$ cat src/hdl/indexed_sequence_store_unit_assert.svh
// ----------------------------------------------------------------------------
// indexed sequence store assertion macros
// concurrent checks on the clk domain, masked while rst_n is low
// ----------------------------------------------------------------------------
`ifndef INDEXED_SEQUENCE_STORE_UNIT_ASSERT_SVH
`define INDEXED_SEQUENCE_STORE_UNIT_ASSERT_SVH

// condition holds at every clock edge
`define ISU_ASSERT_ALWAYS(label, cond) \
    label: assert property (@(posedge clk) disable iff (!rst_n) (cond)) \
        else $error("isu invariant violated");

// consequent holds in the same cycle as the trigger
`define ISU_ASSERT_IMPL(label, trig, cons) \
    label: assert property (@(posedge clk) disable iff (!rst_n) (trig) |-> (cons)) \
        else $error("isu same-cycle check failed");

// consequent holds in the cycle after the trigger
`define ISU_ASSERT_NEXT(label, trig, cons) \
    label: assert property (@(posedge clk) disable iff (!rst_n) (trig) |=> (cons)) \
        else $error("isu next-cycle check failed");

`endif

$ cat src/hdl/isu_pkg.sv
`default_nettype none
// ----------------------------------------------------------------------------
// isu_pkg
// shared types and constants of the indexed sequence store
// ----------------------------------------------------------------------------
package isu_pkg;

    localparam int DW = 32;   // entry width

    typedef enum logic [2:0] {
        MODE_READ     = 3'd0,
        MODE_INS_HEAD = 3'd1,
        MODE_INS_TAIL = 3'd2,
        MODE_INS_AT   = 3'd3,
        MODE_DELETE   = 3'd4
    } mode_t;

    localparam logic [1:0] ST_DONE    = 2'd0;
    localparam logic [1:0] ST_INVALID = 2'd1;
    localparam logic [1:0] ST_FULL    = 2'd2;

    // broadcast to every cell of the chain
    typedef struct packed {
        logic ins;   // open a gap at slot, write value there
        logic del;   // close the gap at slot
    } cell_ctrl_t;

endpackage
`default_nettype wire

$ cat src/hdl/isu_cell.sv
`default_nettype none
// ----------------------------------------------------------------------------
// isu_cell
// one entry of the chain: holds, takes from its lower or upper neighbor,
// or loads the inserted value
// ----------------------------------------------------------------------------
module isu_cell
    import isu_pkg::*;
#(
    parameter int IW    = 6,
    parameter int INDEX = 0
)
(
    input  wire logic          clk,
    input  wire cell_ctrl_t    ctrl,
    input  wire logic [IW-1:0] slot,
    input  wire logic [DW-1:0] value,
    input  wire logic [DW-1:0] prev,
    input  wire logic [DW-1:0] next,
    input  wire logic [IW-1:0] rd_slot,
    output logic      [DW-1:0] data,
    output logic      [DW-1:0] rd_term
);

    localparam logic [IW-1:0] IDX = IW'(INDEX);

    logic [DW-1:0] data_reg;
    logic [DW-1:0] data_next;

    always_comb
    begin
        data_next = data_reg;
        if (ctrl.ins)
        begin
            if (IDX == slot)
            begin
                data_next = value;
            end
            else if (IDX > slot)
            begin
                data_next = prev;
            end
        end
        else if (ctrl.del && (IDX >= slot))
        begin
            data_next = next;
        end
    end

    always_ff @(posedge clk)
    begin
        data_reg <= data_next;
    end

    assign data    = data_reg;
    // leaf term of the read tree, zero unless this cell is addressed
    assign rd_term = (IDX == rd_slot) ? data_reg : '0;

endmodule
`default_nettype wire

$ cat config.mk
export PLATFORM = sky130hd
export DESIGN_NAME = isu_cell
export DESIGN_NICKNAME = d
export VERILOG_FILES = /design/src/hdl/indexed_sequence_store_unit_assert.svh /design/src/hdl/isu_pkg.sv /design/src/hdl/isu_cell.sv
export SDC_FILE = /design/constraint.sdc
export NUM_CORES = 1
export LEC_CHECK = 0
export BUFFER_PORTS_ARGS = -buffer_cell sky130_fd_sc_hd__buf_2
export CORE_MARGIN = 5
export CORE_UTILIZATION = 38
export CTS_CLUSTER_SIZE = 20
export DETAILED_ROUTE_END_ITERATION = 16
export PLACE_DENSITY_LB_ADDON = 0.08
export SYNTH_ARGS = -nofsm -noshare
export SYNTH_HDL_FRONTEND = slang
export SYNTH_SLANG_ARGS = --single-unit
export TNS_END_PERCENT = 10
$ cat constraint.sdc
create_clock -name clk -period 5.8 [get_ports clk]
set_clock_uncertainty 0.05 [all_clocks]
set_input_delay 0.87 -clock clk [delete_from_list [all_inputs] [get_ports clk]]
set_output_delay 0.87 -clock clk [all_outputs]
set_load 0.01 [all_outputs]
## Word level (Yosys, flattened, before mapping)

Cells that the tools add are included.

| word-level totals | value |
|---|---|
| input bits | 111 |
| logic and storage cells | 14 |
| memories kept | 0 |
| latch bits | 0 |
| RAM bits | 0 |
| output and inout bits | 64 |
| bits in registers | 32 |
| ROM bits | 0 |

| operators by class | value |
|---|---|
| bitwise gates (word level) | 0 |
| muxes and demuxes | 5 |
| divide/modulo/power cells | 0 |
| order comparisons | 2 |
| $mul | 0 |
| equal/unequal tests | 1 |
| reductions and logical operators | 5 |
| add/sub/neg operators | 0 |
| shift operators | 0 |

Operator list:

| operator | number |
|---|---|
| $mux W32 | 5 |
| $logic_not A6 Y1 | 2 |
| $ge A1 B6 Y1 const A | 1 |
| $gt A1 B6 Y1 const A | 1 |
| $ne A3 B1 Y1 const B | 1 |
| $reduce_and A2 Y1 | 1 |
| $reduce_bool A2 Y1 | 1 |
| $logic_and A1 B1 Y1 | 1 |

## Depth between registers and ports, before layout

| depth | value |
|---|---|
| depth in word-level cells | 4 |
| gate-level depth with buffers | 4 |
| depth with buffers taken out | 3 |

## Worst setup path before layout

No wires, ideal clock.

| timing | value |
|---|---|
| kind | input to register |
| start point | in slot[3] |
| end point | reg data_reg[0] (netlist: data[0]) (enable) |
| setup slack | 1448 ps |
| setup time | 461 ps |
| cell stages on the path | 3 |
| arrival | 3841 ps |
| path buffers | 1 |
| required time | 5289 ps |
| cells stage by stage | or4_4 buf_6 nor3_1 |

| on the way | value |
|---|---|
| longest elaborated chain between the ends | 4 |
| elaborated cells between the ends (all ways) | 7 |
| classes of those cells | order compare (2); eq/ne (1); reduce/logical (4) |

Ends and longest elaborated chain:

| item | RTL line | RTL |
|---|---|---|
| from (decl) | isu_cell.sv:16 | `input wire logic [IW-1:0] slot,` |
| $ge A1 B6 Y1 | isu_cell.sv:44 | `else if (ctrl.del && (IDX >= slot))` |
| $logic_and A1 B1 Y1 | isu_cell.sv:44 |  |
| $reduce_bool A2 Y1 (no line) | n/a |  |
| $reduce_and A2 Y1 (no line) (*) | n/a |  |
| to (signal assigned) | isu_cell.sv:52 | `data_reg <= data_next;` |
| to (decl) | isu_cell.sv:27 | `logic [DW-1:0] data_reg;` |

Mark *: on every way between the ends. The rest lies on a longest branch, timed or not.
A chain may end at the register's enable or synchronous reset.

## Worst setup path in the final report

| timing | value |
|---|---|
| start point | in rd_slot[3] |
| end point | out rd_term[11] |

| on the way | value |
|---|---|
| longest elaborated chain between the ends | 2 |

Ends and longest elaborated chain:

| item | RTL line | RTL |
|---|---|---|
| from (decl) | isu_cell.sv:20 | `input wire logic [IW-1:0] rd_slot,` |
| $logic_not A6 Y1 | isu_cell.sv:57 | `assign rd_term = (IDX == rd_slot) ? data_reg : '0;` |
| $mux W32 | isu_cell.sv:57 |  |
| to (decl) | isu_cell.sv:22 | `output logic [DW-1:0] rd_term` |

No other way between the ends.

==> reports/results.tsv <==
stage	metric	value	unit
routing	Final ANT Viol Nets	0	
routing	Vias	2303	
power_and_ir_drop	maximum vdd drop	0.0938	mV
clock_network	Clock transition at path regs	0.07	ns
yosys	Post-synth EDFFs	32	
worst_setup_path	startpoint type of the worst setup path	input pin	
clock_network	H-tree lvl count	2	
sta	Fin. Hold Viols	0	
worst_setup_path	Worst path slowest cell	nor3_4	
worst_setup_path	slowest stage delay, CP	0.76	ns
clock_network	Post-CTS Repair Setup Buffers	0	
sta	max-slew violations	0	
routing	Detailed Routing Iterations Pass 1	4	
layout	Layout area overhead	47.3	%
grt	global router's overall resource usage	20.2	%
yosys	mux cell area share after synthesis	0	%
floorplan	core box area	0.00511	sq mm
yosys	post-synthesis cell type count	15	
placed_design	Port Buf Inserts	174	
yosys	top post-synthesis cells by count	nor2_1 (34), a31oi_1 (32), and2_1 (32), edfxtp_1 (32), nand3_1 (32)	
floorplan	die width	82.6	um
worst_setup_path	worst path cell trace	buf_2 -> or4_4 -> nor3_4 -> and2_1 -> buf_2	
routing	Post-route DRC	0	
worst_setup_path	Arr. time, crit path	2.62	ns
worst_setup_path	Setup CP Type	input pin to output pin	
placed_design	Detail Placement HPWL	5210	um
grt	vias in the first global route	2242	
floorplan	Die ar.	0.00682	sq mm
worst_setup_path	crit-path most repeated cell	buf_2	
worst_setup_path	Max FO, Critical Path	32	
clock_network	Num Clock Sinks	32	
layout	max reg flops	32	
yosys	asr flop ratio synth	0	%
clock_network	CTS max path bufs	2	
routing	DRT Wirelength	7060	um
sta	setup tns final	0	ns
yosys	post-synthesis cell area	0.00200	sq mm
yosys	Synth Area in Adders	0	%
routing	DRT iter0 DRCs	158	
grt	largest net degree at the start of global routing	66	
yosys	most common cell in the synthesized netlist	nor2_1	
sta	Slew HR	28.5	%
layout	layout cells sized above 1	49.6	%
yosys	post-synthesis compound-gate area fraction	18.0	%
floorplan	Row Count	26	
layout	Layout Nets	495	
yosys	Seq/Total Area, Yosys	48.0	%
yosys	combinational family with the most area after synthesis	simple AND/OR/NAND/NOR gates	
min_path	HP Class	input pin to flip-flop	
clock_network	CTS tree	built	
worst_setup_path	CP Data Required Time	4.88	ns
clock_network	CTS Root Cell	clkbuf_8	
yosys	syn nets	333	
floorplan	initial core utilization	39.2	%
clock_network	CTS hold repair buffers	0	
worst_setup_path	element type at the critical path end	output pin	
yosys	Post-Synth XOR/XNOR Area	0	%
yosys	Ys Warns	0	
routing	Wirelength per Cell	15.5	um
clock_network	CTS resizes	0	
routing	Vias/cell	5.06	
yosys	post-synthesis cell count	222	
placed_design	GP Congestion	0.722	
power_and_ir_drop	Leakage	1.36	nW
yosys	simple-gate portion of the synthesized area	27.5	%
floorplan	die height	82.6	um
grt	total gr overflow	0	
yosys	post-synth top area share	48.0	%
sta	Tcrit/Tclk final	61.1	%
placed_design	dpl cells	447	
grt	initial antenna violation count	0	
yosys	synth top area cells	edfxtp_1 (48%), a31oi_1 (10%), and2_1 (10%)	
yosys	register bit total from synthesis	32	
grt	wire length of the first global-routing pass	10400	um
floorplan	I/O pin total	175	
layout	non-filler cells in the finished layout	455	
power_and_ir_drop	Power Dens Cells	174	mW/mm^2
layout	# diodes	0	
sta	Final min period	3.54	ns
sta	final setup fails	0	
layout	fillers	495	
yosys	Synth Flop Type	edfxtp_1	
sta	Fmax	282	MHz
sta	unrepaired setup endpoints after global routing	no	
run_status	status	completed	
yosys	synthesized area per cell	9.02	sq um
sta	worst slew pin tran	1.07	ns
job	Max Cap Violations	0	
clock_network	CTS buffer count	5	
yosys	Synth area leader	edfxtp_1	
==> layout make-up <==
class	count	area, sq um	share of cell area, %
flip-flops and latches	32	961	32.6
multi-input cells	168	927	31.4
repair buffers	177	893	30.3
well taps	70	87.6	2.97
clock buffers	5	68.8	2.33
clock inverters	3	13.8	0.466
==> per-stage QoR <==
stage	instance area, sq um	worst slack, ns	utilization [%]	hold WS [ns]	total power [mW]
6_report	2950	2.26	57.8	0.881	0.513
5_1_grt	2950	2.13	57.8	0.880	0.535
4_1_cts	2950	2.31	57.8	0.872	0.515
3_5_place_dp	2870	2.30	56.2	1.17	0.350
3_3_place_gp	2870	2.34	56.2	1.16	0.348
2_1_floorplan	2000	1.45	-	1.07	0.304
==> per-layer routing <==
layer | wire length, um | part of all wire [%] | GRT usage (%) | up-vias
met5 | 0 | 0 | 0 | -
met4 | 165 | 2.3 | 7.52 | 0
met3 | 761 | 11 | 6.40 | 15
met2 | 3420 | 48 | 34.9 | 119
met1 | 2710 | 38 | 23.4 | 1029
li1 | - | - | - | 1140
==> logic make-up after synthesis <==
kind of cell,Yosys count
AOI/OAI and AO/OA,64
buffers and inverters,22
DFF,32
and+or+nand+nor,104
==> power by group <==
part / total [mW] / internal, mW / leakage, nW / switching, mW
combinational: 0.0856 / 0.0423 / 1.02 / 0.0433
sequential: 0.260 / 0.259 / 0.298 / 0.000960
clock: 0.167 / 0.0814 / 0.0453 / 0.0859
total: 0.513 / 0.382 / 1.36 / 0.130
==> cells in the final DEF (no fill, tap or decap) <==
master      n
buf_2     174
nor2_1     33
nand3_1    32
o21ai_1     6
clkbuf_8    5
a31oi_1    32
nor4_4      1
or4_4       2
and2_1     32
nor3_2      1
clkinv_1    1
o21ai_0    26
nor3_4      1
buf_4       3
edfxtp_1   32
or2_2       1
clkinv_2    2
nor2_2      1
==> worst paths after layout <==
kind              startpoint            endpoint  slack (ns)  depth (start not counted)
setup / recovery  rd_slot[3]         rd_term[11]        2.26                          5
hold / removal      next[28]  data[28]$_DFFE_PP_        0.88                          3
==> worst max-delay path, delay by kind of cell <==
kind          cells  cell delay (ns)
buf+inv           2             0.23
simple gates      3             1.53
Power figures use the tool's default switching activity.
